===== config.mk =====
export PLATFORM = sky130hd
export DESIGN_NAME = ip_address_port_parser_flat
export DESIGN_NICKNAME = d
export VERILOG_FILES = /design/src/rtl/ipap_pkg.sv /design/src/rtl/ipap_if.sv /design/src/rtl/ip_address_port_parser.sv /design/src/rtl/ipap_parser.sv /design/src/rtl/ipap_addr_pack.sv /design/src/rtl/ipap_result_reg.sv /design/src/flat_wrapper.sv
export SDC_FILE = /design/constraint.sdc
export NUM_CORES = 1
export LEC_CHECK = 0
export BUFFER_PORTS_ARGS = -buffer_cell sky130_fd_sc_hd__buf_2
export CAP_MARGIN = 15
export CORE_ASPECT_RATIO = 1.75
export CORE_MARGIN = 2
export CORE_UTILIZATION = 60
export CTS_BUF_LIST = sky130_fd_sc_hd__clkbuf_4 sky130_fd_sc_hd__clkbuf_8
export CTS_CLUSTER_SIZE = 16
export DETAILED_ROUTE_END_ITERATION = 6
export GPL_TIMING_DRIVEN = 0
export PLACE_DENSITY = 0.79
export SYNTH_ARGS = -nofsm -noshare
export SYNTH_HDL_FRONTEND = slang
export SYNTH_SLANG_ARGS = --single-unit
export TNS_END_PERCENT = 1

===== constraint.sdc =====
create_clock -name clk -period 12.7 [get_ports clk]
set_input_delay 2.54 -clock clk [delete_from_list [all_inputs] [get_ports clk]]
set_output_delay 2.54 -clock clk [all_outputs]
set_load 0.01 [all_outputs]

===== src/rtl/ipap_pkg.sv =====
`timescale 1ns / 1ps
// ----------------------------------------------------------------------------
// ipap_pkg
// Shared types, constants and character helpers for the address/port parser.
// ----------------------------------------------------------------------------
package ipap_pkg;

  localparam int unsigned OCTET_CNT         = 4;
  localparam int unsigned GROUP_CNT         = 8;
  localparam int unsigned GROUP_BITS        = 16;
  localparam int unsigned OCTET_MAX         = 255;
  localparam int unsigned PORT_MAX          = 65535;
  localparam int unsigned GROUPS_ELIDED_MAX = 7;
  localparam int unsigned GROUPS_FULL       = 8;
  localparam int unsigned OCTET_DIGITS_MAX  = 3;
  localparam int unsigned PORT_DIGITS_MAX   = 5;
  localparam int unsigned GROUP_DIGITS_MAX  = 4;

  localparam logic [7:0] CH_LBRACK = 8'h5B;
  localparam logic [7:0] CH_RBRACK = 8'h5D;
  localparam logic [7:0] CH_COLON  = 8'h3A;
  localparam logic [7:0] CH_DOT    = 8'h2E;

  typedef enum logic [2:0] {
    PH_START,
    PH_V4ADDR,
    PH_V4PORT,
    PH_V6IN,
    PH_V6CLOSE,
    PH_V6PORT
  } phase_t;

  typedef logic [OCTET_CNT-1:0][7:0]           oct_arr_t;
  typedef logic [GROUP_CNT-1:0][GROUP_BITS-1:0] grp_arr_t;

  // what the packer needs to lay out the address
  typedef struct packed {
    logic       v6;
    logic [3:0] head_groups;
    logic [3:0] tail_groups;
  } layout_t;

  // per-string summary on the last character
  typedef struct packed {
    logic        ok;
    logic [15:0] port;
  } summary_t;

  function automatic logic is_dec(input logic [7:0] c);
    return (c >= 8'h30) && (c <= 8'h39);
  endfunction

  function automatic logic is_hex(input logic [7:0] c);
    return is_dec(c) || ((c >= 8'h61) && (c <= 8'h66)) || ((c >= 8'h41) && (c <= 8'h46));
  endfunction

  // nibble of a hex digit: letters have low nibble 1..6
  function automatic logic [3:0] hex_nib(input logic [7:0] c);
    logic [3:0] n;
    if (is_dec(c)) begin
      n = c[3:0];
    end else begin
      n = c[3:0] + 4'd9;
    end
    return n;
  endfunction

endpackage


===== src/rtl/ipap_if.sv =====
`timescale 1ns / 1ps
// ----------------------------------------------------------------------------
// ipap_if
// Valid/ready channels: character words in, parse result words out.
// ----------------------------------------------------------------------------
interface ipap_char_if;
  logic       valid;
  logic       ready;
  logic [7:0] ch;
  logic       last;

  modport source (output valid, output ch, output last, input ready);
  modport sink   (input valid, input ch, input last, output ready);
endinterface

interface ipap_res_if;
  logic        valid;
  logic        ready;
  logic        ok;
  logic        family;
  logic [63:0] addr_hi;
  logic [63:0] addr_lo;
  logic [15:0] port;

  modport source (output valid, output ok, output family, output addr_hi,
                  output addr_lo, output port, input ready);
  modport sink   (input valid, input ok, input family, input addr_hi,
                  input addr_lo, input port, output ready);
endinterface


===== src/rtl/ip_address_port_parser.sv =====
`timescale 1ns / 1ps
// ----------------------------------------------------------------------------
// ip_address_port_parser
// Streaming IPv4/IPv6 address-and-port text parser, one character per word.
// ----------------------------------------------------------------------------
// Throughput: one character word per cycle, sustained, with the result
//   register free or being drained.
// Result path: the last character lands in the input register, and the parse
//   step then loads the result register, raising its valid, once it has space.
// Reset: synchronous rst clears the parse state and both valid flags; the
//   octet and group stores are not cleared and are only read once written.
module ip_address_port_parser (
  input  logic        clk,
  input  logic        rst,
  ipap_char_if.sink   chars,
  ipap_res_if.source  result
);

  logic       in_full;
  logic [7:0] ch_q;
  logic       last_q;
  logic       advance;
  logic       space;

  ipap_pkg::summary_t summary;
  ipap_pkg::layout_t  layout;
  ipap_pkg::oct_arr_t octets;
  ipap_pkg::grp_arr_t head_slot;
  ipap_pkg::grp_arr_t tail_slot;
  logic [63:0]        addr_hi;
  logic [63:0]        addr_lo;

  // a word with no result never waits on the output side
  assign advance     = in_full && (!last_q || space);
  assign chars.ready = !in_full || advance;

  always_ff @(posedge clk) begin
    if (rst) begin
      in_full <= 1'b0;
    end else if (chars.valid && chars.ready) begin
      in_full <= 1'b1;
    end else if (advance) begin
      in_full <= 1'b0;
    end
  end

  always_ff @(posedge clk) begin
    if (chars.valid && chars.ready) begin
      ch_q   <= chars.ch;
      last_q <= chars.last;
    end
  end

  ipap_parser u_parser (
    .clk       (clk),
    .rst       (rst),
    .step      (advance),
    .ch        (ch_q),
    .last      (last_q),
    .summary   (summary),
    .layout    (layout),
    .octets    (octets),
    .head_slot (head_slot),
    .tail_slot (tail_slot)
  );

  ipap_addr_pack u_pack (
    .layout    (layout),
    .octets    (octets),
    .head_slot (head_slot),
    .tail_slot (tail_slot),
    .addr_hi   (addr_hi),
    .addr_lo   (addr_lo)
  );

  ipap_result_reg u_result (
    .clk     (clk),
    .rst     (rst),
    .load    (advance && last_q),
    .summary (summary),
    .family  (layout.v6),
    .addr_hi (addr_hi),
    .addr_lo (addr_lo),
    .space   (space),
    .res     (result)
  );

endmodule


===== src/rtl/ipap_parser.sv =====
`timescale 1ns / 1ps
// ----------------------------------------------------------------------------
// ipap_parser
// Per-character state machine: octet, group and port accumulation, stores.
// ----------------------------------------------------------------------------
module ipap_parser (
  input  logic               clk,
  input  logic               rst,
  input  logic               step,
  input  logic [7:0]         ch,
  input  logic               last,
  output ipap_pkg::summary_t summary,
  output ipap_pkg::layout_t  layout,
  output ipap_pkg::oct_arr_t octets,
  output ipap_pkg::grp_arr_t head_slot,
  output ipap_pkg::grp_arr_t tail_slot
);

  ipap_pkg::phase_t phase, phase_next;
  logic        err, err_next;
  logic [15:0] fval, fval_next;
  logic [2:0]  fdig, fdig_next;
  logic        lz, lz_next;
  logic [2:0]  ocnt, ocnt_next;
  logic [3:0]  head, head_next;
  logic [3:0]  tail, tail_next;
  logic        elis, elis_next;
  logic [1:0]  crun, crun_next;
  logic [16:0] pval, pval_next;
  logic [2:0]  pdig, pdig_next;

  logic oct_wr, head_wr, tail_shift;
  logic do_v4, do_v6, do_port;

  always_comb begin
    logic [3:0] total;
    logic [3:0] dv;
    logic       push_now;
    logic [3:0] head_after;
    logic [3:0] tail_after;
    phase_next = phase;
    err_next   = err;
    fval_next  = fval;
    fdig_next  = fdig;
    lz_next    = lz;
    ocnt_next  = ocnt;
    head_next  = head;
    tail_next  = tail;
    elis_next  = elis;
    crun_next  = crun;
    pval_next  = pval;
    pdig_next  = pdig;
    oct_wr     = 1'b0;
    head_wr    = 1'b0;
    tail_shift = 1'b0;
    do_v4      = 1'b0;
    do_v6      = 1'b0;
    do_port    = 1'b0;
    total      = head + tail;
    dv         = ch[3:0];
    push_now   = 1'b0;
    head_after = head;
    tail_after = tail;

    if (step && !err) begin
      case (phase)
        ipap_pkg::PH_START: begin
          if (ch == ipap_pkg::CH_LBRACK) begin
            phase_next = ipap_pkg::PH_V6IN;
          end else begin
            phase_next = ipap_pkg::PH_V4ADDR;
            do_v4      = 1'b1;
          end
        end
        ipap_pkg::PH_V4ADDR:  do_v4 = 1'b1;
        ipap_pkg::PH_V6IN:    do_v6 = 1'b1;
        ipap_pkg::PH_V6CLOSE: begin
          if (ch == ipap_pkg::CH_COLON) begin
            phase_next = ipap_pkg::PH_V6PORT;
          end else begin
            err_next = 1'b1;
          end
        end
        ipap_pkg::PH_V4PORT,
        ipap_pkg::PH_V6PORT:  do_port = 1'b1;
        default:              err_next = 1'b1;
      endcase
    end

    if (do_v4) begin
      if (ipap_pkg::is_dec(ch)) begin
        if (32'(fdig) >= ipap_pkg::OCTET_DIGITS_MAX || lz) begin
          err_next = 1'b1;
        end else begin
          if (fdig == 3'd0 && dv == 4'd0) begin
            lz_next = 1'b1;
          end
          fval_next = 16'(fval * 16'd10) + 16'(dv);
          fdig_next = fdig + 3'd1;
        end
      end else if (ch == ipap_pkg::CH_DOT || ch == ipap_pkg::CH_COLON) begin
        if (fdig == 3'd0 || 32'(ocnt) >= ipap_pkg::OCTET_CNT
            || 32'(fval) > ipap_pkg::OCTET_MAX) begin
          err_next = 1'b1;
        end else begin
          oct_wr    = 1'b1;
          ocnt_next = ocnt + 3'd1;
          fval_next = '0;
          fdig_next = '0;
          lz_next   = 1'b0;
        end
        if (ch == ipap_pkg::CH_COLON) begin
          // the octet just closed must be the fourth
          if (32'(ocnt) != ipap_pkg::OCTET_CNT - 1) begin
            err_next = 1'b1;
          end
          phase_next = ipap_pkg::PH_V4PORT;
        end
      end else begin
        err_next = 1'b1;
      end
    end

    if (do_v6) begin
      if (ch == ipap_pkg::CH_COLON) begin
        push_now = (crun == 2'd0) && (fdig != 3'd0);
        if (push_now && 32'(total) >= ipap_pkg::GROUPS_FULL) begin
          err_next = 1'b1;
        end else if (crun == 2'd3) begin
          err_next = 1'b1;
        end else begin
          if (push_now) begin
            head_wr    = !elis;
            tail_shift = elis;
            head_next  = head + 4'(!elis);
            tail_next  = tail + 4'(elis);
            fval_next  = '0;
            fdig_next  = '0;
          end
          crun_next = crun + 2'd1;
          // second colon of a run is the elision
          if (crun == 2'd1) begin
            if (elis) begin
              err_next = 1'b1;
            end
            elis_next = 1'b1;
          end
        end
      end else if (ch == ipap_pkg::CH_RBRACK) begin
        push_now = fdig != 3'd0;
        if (crun == 2'd1 || crun == 2'd3) begin
          err_next = 1'b1;
        end else if (push_now && 32'(total) >= ipap_pkg::GROUPS_FULL) begin
          err_next = 1'b1;
        end else begin
          head_after = head + 4'(push_now && !elis);
          tail_after = tail + 4'(push_now && elis);
          if (push_now) begin
            head_wr    = !elis;
            tail_shift = elis;
            head_next  = head_after;
            tail_next  = tail_after;
            fval_next  = '0;
            fdig_next  = '0;
          end
          if (elis ? (32'(head_after + tail_after) > ipap_pkg::GROUPS_ELIDED_MAX)
                   : (32'(head_after) != ipap_pkg::GROUPS_FULL)) begin
            err_next = 1'b1;
          end else begin
            phase_next = ipap_pkg::PH_V6CLOSE;
          end
        end
      end else begin
        // a single colon may not open the address
        if (crun == 2'd1 && total == 4'd0 && !elis) begin
          err_next = 1'b1;
        end else if (!ipap_pkg::is_hex(ch)
                     || 32'(fdig) >= ipap_pkg::GROUP_DIGITS_MAX) begin
          err_next = 1'b1;
        end else begin
          crun_next = 2'd0;
          fval_next = {fval[11:0], ipap_pkg::hex_nib(ch)};
          fdig_next = fdig + 3'd1;
        end
      end
    end

    if (do_port) begin
      if (ipap_pkg::is_dec(ch) && 32'(pdig) < ipap_pkg::PORT_DIGITS_MAX) begin
        pval_next = 17'(pval * 17'd10) + 17'(dv);
        pdig_next = pdig + 3'd1;
      end else begin
        err_next = 1'b1;
      end
    end
  end

  // outputs: summary from the updated values, layout from the stores as held
  always_comb begin
    summary.ok = !err_next
                 && (phase_next == ipap_pkg::PH_V4PORT || phase_next == ipap_pkg::PH_V6PORT)
                 && (pdig_next != 3'd0) && (32'(pval_next) <= ipap_pkg::PORT_MAX);
    summary.port       = pval_next[15:0];
    layout.v6          = (phase == ipap_pkg::PH_V6PORT);
    layout.head_groups = head;
    layout.tail_groups = tail;
  end

  always_ff @(posedge clk) begin
    if (rst || (step && last)) begin
      phase <= ipap_pkg::PH_START;
      err   <= 1'b0;
      fval  <= '0;
      fdig  <= '0;
      lz    <= 1'b0;
      ocnt  <= '0;
      head  <= '0;
      tail  <= '0;
      elis  <= 1'b0;
      crun  <= '0;
      pval  <= '0;
      pdig  <= '0;
    end else begin
      phase <= phase_next;
      err   <= err_next;
      fval  <= fval_next;
      fdig  <= fdig_next;
      lz    <= lz_next;
      ocnt  <= ocnt_next;
      head  <= head_next;
      tail  <= tail_next;
      elis  <= elis_next;
      crun  <= crun_next;
      pval  <= pval_next;
      pdig  <= pdig_next;
    end
  end

  // tail groups shift in from the right so they end up right-aligned
  always_ff @(posedge clk) begin
    if (oct_wr) begin
      octets[ocnt[1:0]] <= fval[7:0];
    end
    if (head_wr) begin
      head_slot[head[2:0]] <= fval;
    end
    if (tail_shift) begin
      for (int i = 0; i < ipap_pkg::GROUP_CNT - 1; i++) begin
        tail_slot[i] <= tail_slot[i+1];
      end
      tail_slot[ipap_pkg::GROUP_CNT-1] <= fval;
    end
  end

`ifndef SYNTHESIS
  a_group_bound: assert property (@(posedge clk) disable iff (rst)
    32'(head + tail) <= ipap_pkg::GROUPS_FULL)
    else $error("group count beyond eight");

  a_octet_bound: assert property (@(posedge clk) disable iff (rst)
    32'(ocnt) <= ipap_pkg::OCTET_CNT)
    else $error("octet count beyond four");

  a_port_digits: assert property (@(posedge clk) disable iff (rst)
    32'(pdig) <= ipap_pkg::PORT_DIGITS_MAX)
    else $error("too many port digits held");

  a_restart: assert property (@(posedge clk) disable iff (rst)
    (step && last) |=> (phase == ipap_pkg::PH_START && !err && head == 4'd0
                        && tail == 4'd0 && pdig == 3'd0))
    else $error("parser not cleared after last word");
`endif

endmodule


===== src/rtl/ipap_addr_pack.sv =====
`timescale 1ns / 1ps
// ----------------------------------------------------------------------------
// ipap_addr_pack
// Lays out the 128-bit address from the octet and group stores.
// ----------------------------------------------------------------------------
module ipap_addr_pack (
  input  ipap_pkg::layout_t  layout,
  input  ipap_pkg::oct_arr_t octets,
  input  ipap_pkg::grp_arr_t head_slot,
  input  ipap_pkg::grp_arr_t tail_slot,
  output logic [63:0]        addr_hi,
  output logic [63:0]        addr_lo
);

  ipap_pkg::grp_arr_t w;
  logic [3:0]         tail_start;

  assign tail_start = 4'(ipap_pkg::GROUP_CNT) - layout.tail_groups;

  // head groups from the left, tail groups right-aligned, zeros between
  always_comb begin
    for (int i = 0; i < ipap_pkg::GROUP_CNT; i++) begin
      if (4'(i) < layout.head_groups) begin
        w[i] = head_slot[i];
      end else if (4'(i) >= tail_start) begin
        w[i] = tail_slot[i];
      end else begin
        w[i] = '0;
      end
    end
  end

  always_comb begin
    if (layout.v6) begin
      addr_hi = {w[0], w[1], w[2], w[3]};
      addr_lo = {w[4], w[5], w[6], w[7]};
    end else begin
      addr_hi = {octets[0], octets[1], octets[2], octets[3], 32'd0};
      addr_lo = '0;
    end
  end

endmodule


===== src/rtl/ipap_result_reg.sv =====
`timescale 1ns / 1ps
// ----------------------------------------------------------------------------
// ipap_result_reg
// Output register for result words, zeroing the payload of a failed parse.
// ----------------------------------------------------------------------------
module ipap_result_reg (
  input  logic               clk,
  input  logic               rst,
  input  logic               load,
  input  ipap_pkg::summary_t summary,
  input  logic               family,
  input  logic [63:0]        addr_hi,
  input  logic [63:0]        addr_lo,
  output logic               space,
  ipap_res_if.source         res
);

  logic        pending;
  logic        ok_q;
  logic        family_q;
  logic [63:0] addr_hi_q;
  logic [63:0] addr_lo_q;
  logic [15:0] port_q;

  assign space = !pending || res.ready;

  always_ff @(posedge clk) begin
    if (rst) begin
      pending <= 1'b0;
    end else if (load) begin
      pending <= 1'b1;
    end else if (res.ready) begin
      pending <= 1'b0;
    end
  end

  always_ff @(posedge clk) begin
    if (load) begin
      ok_q      <= summary.ok;
      family_q  <= summary.ok && family;
      addr_hi_q <= summary.ok ? addr_hi : 64'd0;
      addr_lo_q <= summary.ok ? addr_lo : 64'd0;
      port_q    <= summary.ok ? summary.port : 16'd0;
    end
  end

  assign res.valid   = pending;
  assign res.ok      = ok_q;
  assign res.family  = family_q;
  assign res.addr_hi = addr_hi_q;
  assign res.addr_lo = addr_lo_q;
  assign res.port    = port_q;

`ifndef SYNTHESIS
  a_no_overwrite: assert property (@(posedge clk) disable iff (rst)
    load |-> (!pending || res.ready))
    else $error("result word overwritten before taken");

  a_zero_on_fail: assert property (@(posedge clk) disable iff (rst)
    (pending && !ok_q) |-> (!family_q && port_q == 16'd0 && addr_hi_q == 64'd0
                            && addr_lo_q == 64'd0))
    else $error("failed parse carries payload");

  a_load_sets: assert property (@(posedge clk) disable iff (rst)
    load |=> pending)
    else $error("loaded result not presented");
`endif

endmodule

===== src/flat_wrapper.sv =====
// flat-port wrapper written by rule: the top's interface ports become plain ports
module ip_address_port_parser_flat 
  (clk, rst, chars_valid, chars_ch, chars_last, chars_ready, result_valid, result_ok, result_family, result_addr_hi, result_addr_lo, result_port, result_ready);
  ipap_char_if chars_i ();
  ipap_res_if result_i ();
  input  logic clk;
  input  logic rst;
  input wire logic [$bits(chars_i.valid)-1:0] chars_valid;
  input wire logic [$bits(chars_i.ch)-1:0] chars_ch;
  input wire logic [$bits(chars_i.last)-1:0] chars_last;
  output wire logic [$bits(chars_i.ready)-1:0] chars_ready;
  output wire logic [$bits(result_i.valid)-1:0] result_valid;
  output wire logic [$bits(result_i.ok)-1:0] result_ok;
  output wire logic [$bits(result_i.family)-1:0] result_family;
  output wire logic [$bits(result_i.addr_hi)-1:0] result_addr_hi;
  output wire logic [$bits(result_i.addr_lo)-1:0] result_addr_lo;
  output wire logic [$bits(result_i.port)-1:0] result_port;
  input wire logic [$bits(result_i.ready)-1:0] result_ready;
  assign chars_i.valid = chars_valid;
  assign chars_i.ch = chars_ch;
  assign chars_i.last = chars_last;
  assign chars_ready = chars_i.ready;
  assign result_valid = result_i.valid;
  assign result_ok = result_i.ok;
  assign result_family = result_i.family;
  assign result_addr_hi = result_i.addr_hi;
  assign result_addr_lo = result_i.addr_lo;
  assign result_port = result_i.port;
  assign result_i.ready = result_ready;
  ip_address_port_parser u_core (.clk(clk), .rst(rst), .chars(chars_i), .result(result_i));
endmodule

==> metrics.txt, run 1 <==
die area 38900 µm²; TNS Setup 0 ps; Std-Cell Core Area 36800 µm²; number of library cell types mapped by synthesis 73; non-filler cells, final 2417; combined global-route utilization of all metal layers 28.8%; number of global-route vias before repair 14958; share of final-layout standard cells stronger than drive strength 1 23.0%; number of placed I/O pins 161; WHS 431 ps; number of cells on the worst reg-to-reg path 19; vias after detailed routing 14801; post-synthesis sequential area ratio 64.9%; total wirelength of the detailed-routed design 55.4 mm; Syn Std Cell Area 22300 µm²; final setup vio count 0; maximum count of clock buffers along a single path 3; largest net degree at the start of global routing 40; number of antenna violations at the first check in global routing 1; hold_buf cts 0; Worst setup startpoint result_ready; Routed WL per cell 22.9 µm; layout overhead on the synthesized area 13.4%; post-synthesis instance total 1640; standard-cell row count 93; clock-pin transition on the worst setup and hold timing paths 80 ps; origin of the critical flop-to-flop path u_core.u_parser.fdig[0]; Final #Nets 1996; worst setup skew after layout 27.7 ps; Starting Density 60.8%; Reg2Reg Capture Point u_core.u_result.res.addr_lo[46]; mean instance size in the synthesized netlist 13.6 µm²; count of state elements after synthesis 503; cell types occupying the most area after synthesis edfxtp_1 (60%), nor3_2 (5.6%), dfxtp_1 (5.4%); final RePlAce weighted congestion 0.876; Num Clock Sinks 503; minimum setup slack in the final design 6710 ps; unrepaired setup endpoints after global routing no; number of max-cap violations 0; count of TritonRoute iterations in the first routing pass 6; cells along the critical path buf_2 -> nor2b_1 -> nand3_1 -> buf_2; crit share post-route 47.1%; Slew Limit Fails 0; type of the worst setup path primary input to output pin; status completed; share of async-settable or async-resettable flops after synthesis 0%; fill count 2614; residual DRC count 0; Post-synth top flop edfxtp_1; final count of hold timing violations 0; Avg Vias per Cell 6.12; total gr overflow 0; clock root buffer master clkbuf_8; data required time of the worst path 10160 ps; Slew headroom 23.5%; Synth Net Count 1747; CTS buffer count 69; commonest cells after routing, fill and taps aside edfxtp_1 (443), buf_2 (164), nor2_1 (156); most numerous cell on the critical path buf_2; Yosys Warn Count 0; die height 259 µm; timing-limited maximum frequency 167 MHz; die boundary width 150 µm; buffers inserted by post-CTS timing repair 0; hpwl dp 39.8 mm; most frequent standard cell in the layout excluding fill and tap cells edfxtp_1; Hold WC Path Type flip-flop to flip-flop; actual slew at the worst max-slew pin 1140 ps; # resized after CTS 0; Min Clock Period, post-route 5990 ps; Post-synth EDFFs 443; critical path capture point chars_ready; final standard cell utilization of the core 68.9%; area share of the leading cell type in the synthesized netlist 59.5%; number of cells after detailed placement 2292; wire length of the first global-routing pass 83.6 mm; worst-path fanout max 6; worst supply voltage drop on vdd 0.0841 mV; kind of end point of the critical path output pin; clock latency of the later-clocked register in the worst-skew pair 640 ps; CP max-delay cell nor2b_1; leakage power figure 8.71 nW; launch instance of the worst min-delay path u_core.u_parser.tail_slot[79]; post-place setup slack 6520 ps; crit start category primary input; crit path DAT 3450 ps; Routed Antenna Nets 0; H-tree lvl count 3; CTS tree built; IO buf count 160; peak per-stage delay on the critical path 460 ps; number of design-rule violations left by the first detailed-router iteration 1236; PD cells 122 nW/µm²; cell taking the most area after synthesis edfxtp_1; reg2reg setup slack 7850 ps
## synthesized netlist by cell type (13+ instances only)
cell type	instances
a211oi_1	18
a21oi_1	86
a221oi_1	35
a22oi_1	78
and2_1	13
and3_1	27
buf_6	14
clkbuf_1	66
dfxtp_1	60
edfxtp_1	443
ha_1	89
inv_1	35
mux2i_1	13
nand2_1	85
nand2b_1	14
nand3_1	14
nor2_1	158
nor2b_1	14
nor3_1	23
nor3_2	126
o21ai_0	31
xnor2_1	38
xor2_1	25
## sequential cells by signal, summed over array words and instances (netlist names), 2 cells and up
register and count:
u_core.ch_q 8, u_core.u_parser.crun 2, u_core.u_parser.fdig 3, u_core.u_parser.fval 16, u_core.u_parser.head 4, u_core.u_parser.head_slot 128
u_core.u_parser.ocnt 3, u_core.u_parser.octets 32, u_core.u_parser.pdig 3, u_core.u_parser.phase 3, u_core.u_parser.pval 17, u_core.u_parser.tail 4
u_core.u_parser.tail_slot 128, u_core.u_result.res.addr_hi 64, u_core.u_result.res.addr_lo 64, u_core.u_result.res.port 16
## per-stage QoR
step           total power [mW]  cell area (µm²)
6_report                   3.09            25300
5_1_grt                    3.17            25300
4_1_cts                    3.10            25300
3_5_place_dp               1.90            24000
3_3_place_gp               1.90            23700
2_1_floorplan              1.87            22300
## kinds of logic after synthesis
logic type / count (synthesis) / share of synthesized area, %
buf+inv: 123 / 2.57
compound gates: 318 / 9.76
fa+ha+maj: 94 / 5.43
xor+xnor: 63 / 2.47
flops: 503 / 64.9
simple gates: 525 / 14.2
mux: 14 / 0.633
## critical path: cells and delay by family
| kind | cells | cell delay, ps |
|---|---|---|
| simple gates | 2 | 640 |
| buf+inv | 2 | 270 |
## how the worst min path moves through the flow
stage                                     to  slack, ps  cells past startpoint
3_3_place_gp   u_core.u_parser.tail_slot[34]        420                      0
6_report       u_core.u_parser.tail_slot[63]        430                      0
5_1_grt        u_core.u_parser.tail_slot[50]        450                      0
2_1_floorplan  u_core.u_parser.tail_slot[32]        420                      0
4_1_cts        u_core.u_parser.tail_slot[36]        440                      0
3_5_place_dp   u_core.u_parser.tail_slot[36]        430                      0
## final cells by class
type	count	area (µm²)	share of cell area (%)
clock inverters	39	264	1.04
inverters	35	131	0.519
plain buffers	88	443	1.75
diodes	1	2.50	0.00988
flip-flops and latches	503	14500	57.2
repair buffers	178	1040	4.11
multi-input cells	1014	7290	28.8
clock buffers	84	1070	4.22
well taps	475	594	2.35
## metal layers
layer	part of all wire, %	global-route usage, %
met2	52	50.9
met3	6.5	5.01
met5	0	0
met1	34	31.8
met4	6.9	18.3
## report_power, final
part	switching (mW)	leakage (nW)	internal, mW	total (mW)
Combinational	0.0367	3.35	0.0199	0.0566
Clock	0.607	0.698	0.622	1.23
Sequential	0.00804	4.67	1.79	1.80
Total	0.652	8.71	2.44	3.09
Note: power is estimated with default switching activity, not from simulation.
==> run 2, diff against run 1 <==
==> constraint.sdc (replaced) <==
create_clock -name clk -period 6.3 [get_ports clk]
set_input_delay 1.26 -clock clk [delete_from_list [all_inputs] [get_ports clk]]
set_output_delay 1.26 -clock clk [all_outputs]
set_load 0.01 [all_outputs]
==> run 2 against run 1 <==
Compared with the run above:
- clock skew down 8.4 ps
- power up 110%
- combinational power up 100%
- count of clock-buffer cells in the layout up 5
- critical path depth up 15
- hold slack better by 13 ps
- critical path type is now flip-flop to flip-flop
- highest routed layer unchanged
==> metrics.txt, run 2 (synthesis results as in run 1) <==
most numerous cell on the critical path ha_1 (was buf_2); maximum count of clock buffers along a single path 3 (unchanged); Slew Limit Fails 0 (unchanged); buffers inserted by post-CTS timing repair 0 (unchanged); Int Pwr 5.04 mW (was 2.44 mW); hpwl dp 40.8 mm (was 39.8 mm); commonest cells after routing, fill and taps aside edfxtp_1 (443), buf_2 (165), nor2_1 (155) (was edfxtp_1 (443), buf_2 (164), nor2_1 (156)); number of global-route vias before repair 15275 (was 14958); final setup vio count 0 (unchanged); CP max-delay cell nor2b_1 (unchanged); count of buffer and inverter cells on the critical path 3 (was 2); power share of the sequential group 57.1% (was 58.4%); Min Clock Period, post-route 4930 ps; Routed Antenna Nets 0 (unchanged); share of final-layout standard cells stronger than drive strength 1 23.5% (was 23.0%); Std-Cell Core Area 36800 µm² (unchanged); peak per-stage delay on the critical path 440 ps (was 460 ps); net switching component of the power 1.32 mW (was 652 µW); # resized after CTS 0 (unchanged); post-place setup slack 1180 ps (was 6520 ps); standard-cell row count 93 (unchanged); number of placed I/O pins 161 (unchanged); CTS tree built (unchanged); IO buf count 160 (unchanged); leakage power figure 8.78 nW (was 8.71 nW); fraction of met1 tracks used by global routing 31.7% (was 31.8%); Starting Density 60.8% (unchanged); clock-pin transition on the worst setup and hold timing paths 70 ps (was 80 ps); actual slew at the worst max-slew pin 1190 ps (was 1140 ps); kind of end point of the critical path flip-flop (was output pin); clock network fraction of total power 41.1% (was 39.8%); minimum setup slack in the final design 1370 ps (was 6710 ps); residual DRC count 0 (unchanged); Final Instance Area 25500 µm² (was 25300 µm²); final count of hold timing violations 0 (unchanged); die area 38900 µm² (unchanged); Avg Vias per Cell 6.12 (about the same); unrepaired setup endpoints after global routing no (unchanged); layout overhead on the synthesized area 14.0% (was 13.4%); overall power of the completed layout 6.36 mW (was 3.09 mW); Final #Nets 1998 (was 1996); count of TritonRoute iterations in the first routing pass 5 (was 6); PD cells 250 nW/µm² (was 122 nW/µm²); number of max-cap violations 0 (unchanged); global-route layer with the greatest usage met2 (unchanged); largest net degree at the start of global routing 40 (unchanged); Routed WL per cell 23.2 µm (was 22.9 µm); hold_buf cts 0 (unchanged); met3 GRT Util 5.43% (was 5.01%); timing-limited maximum frequency 203 MHz; die boundary width 150 µm (unchanged); crit path DAT 5370 ps (was 3450 ps); crit start category flip-flop (was primary input); Hold WC Path Type flip-flop to flip-flop (unchanged); clock root buffer master clkbuf_8 (unchanged); cell area after placement 24000 µm² (about the same); worst setup skew after layout 19.3 ps (was 27.7 ps); final RePlAce weighted congestion 0.916 (was 0.876); total gr overflow 0 (unchanged); clock latency of the later-clocked register in the worst-skew pair 640 ps (about the same); Slew headroom 20.1% (was 23.5%); met2 usage in global routing 53.0% (was 50.9%); worst-path fanout max 10 (was 6); CTS buffer count 70 (was 69); Num Clock Sinks 503 (unchanged); number of antenna violations at the first check in global routing 1 (unchanged); vias after detailed routing 14814 (was 14801); cells along the critical path inv_1 -> ha_1 -> nor2b_1 -> nor2_1 -> ha_1 -> ha_1 -> xor2_1 -> ha_1 -> a21oi_1 -> o211ai_1 -> a2bb2oi_1 -> o22a_1 -> a211oi_1 -> o311a_1 -> nand4_1 -> or2_1 -> buf_4 -> buf_2 -> nor2_1 (was buf_2 -> nor2b_1 -> nand3_1 -> buf_2); crit share post-route 78.3%; number of cells after detailed placement 2292 (unchanged); die height 259 µm (unchanged); TNS Setup 0 ps (unchanged); non-filler cells, final 2419 (was 2417); type of the worst setup path flip-flop to flip-flop (was primary input to output pin); data required time of the worst path 6730 ps (was 10160 ps); wire length of the first global-routing pass 85.2 mm (was 83.6 mm); most frequent standard cell in the layout excluding fill and tap cells edfxtp_1 (unchanged); total wirelength of the detailed-routed design 56.0 mm (was 55.4 mm); number of design-rule violations left by the first detailed-router iteration 1267 (was 1236); CP top delay family simple AND/OR/NAND/NOR gates (unchanged); status completed (unchanged); combined global-route utilization of all metal layers 29.3% (was 28.8%); share of total power in combinational logic 1.8% (about the same); switching share of power 20.8% (was 21.1%); worst supply voltage drop on vdd 0.184 mV (was 0.0841 mV); H-tree lvl count 3 (unchanged)
==> run 2: cell types whose count changed in the layout (fill, tap and decap cells not counted), moves of 2 or more <==
cell and change:
buf_12 -2, buf_16 +3, clkinv_1 -7, clkbuf_4 +3, bufinv_16 +2, clkbuf_8 +2
==> run 2: final timing paths <==
path	start	depth (start not counted)	slack, ps	end
min	u_core.u_parser.tail_slot[101]	0	440	u_core.u_parser.tail_slot[85]
min reg2reg	u_core.u_parser.tail_slot[101]	0	440	u_core.u_parser.tail_slot[85]
max	u_core.u_parser.fdig[1]	19	1370	u_core.u_result.res.family
max reg2reg	u_core.u_parser.fdig[1]	19	1370	u_core.u_result.res.family
==> run 2: area by class of cell <==
cell class / instances / area, µm²
antenna: 1 / 2.50
buffer: 88 / 443
clock buffer: 89 / 1120
clock inverter: 35 / 307
fill: 2636 / 11300
inverter: 35 / 131
multi-input combinational: 1014 / 7290
sequential: 503 / 14500
tap: 475 / 594
timing repair buffer: 179 / 1080
==> run 2: routing by layer <==
layer	vias up	share of wire [%]	routed length (µm)
met4	0	6.4	3590
met3	209	6.5	3640
met1	7181	34	19100
li1	6745	-	-
met2	679	53	29800
met5	-	0	0
==> run 2: stage by stage <==
stage               util, %  hold slack [ps]
detailed placement     65.4              427
finish                 69.3              444
global route           69.3              453
floorplan                 -              417
global placement       64.6              423
CTS                    69.2              440
==> run 2: power by group through the flow <==
stage	registers [mW]	logic [mW]	clock network, mW
3_3_place_gp	3.71	0.108	0
4_1_cts	3.64	0.116	2.63
3_5_place_dp	3.71	0.115	0
6_report	3.63	0.115	2.61
2_1_floorplan	3.72	0.0396	0
5_1_grt	3.64	0.125	2.76
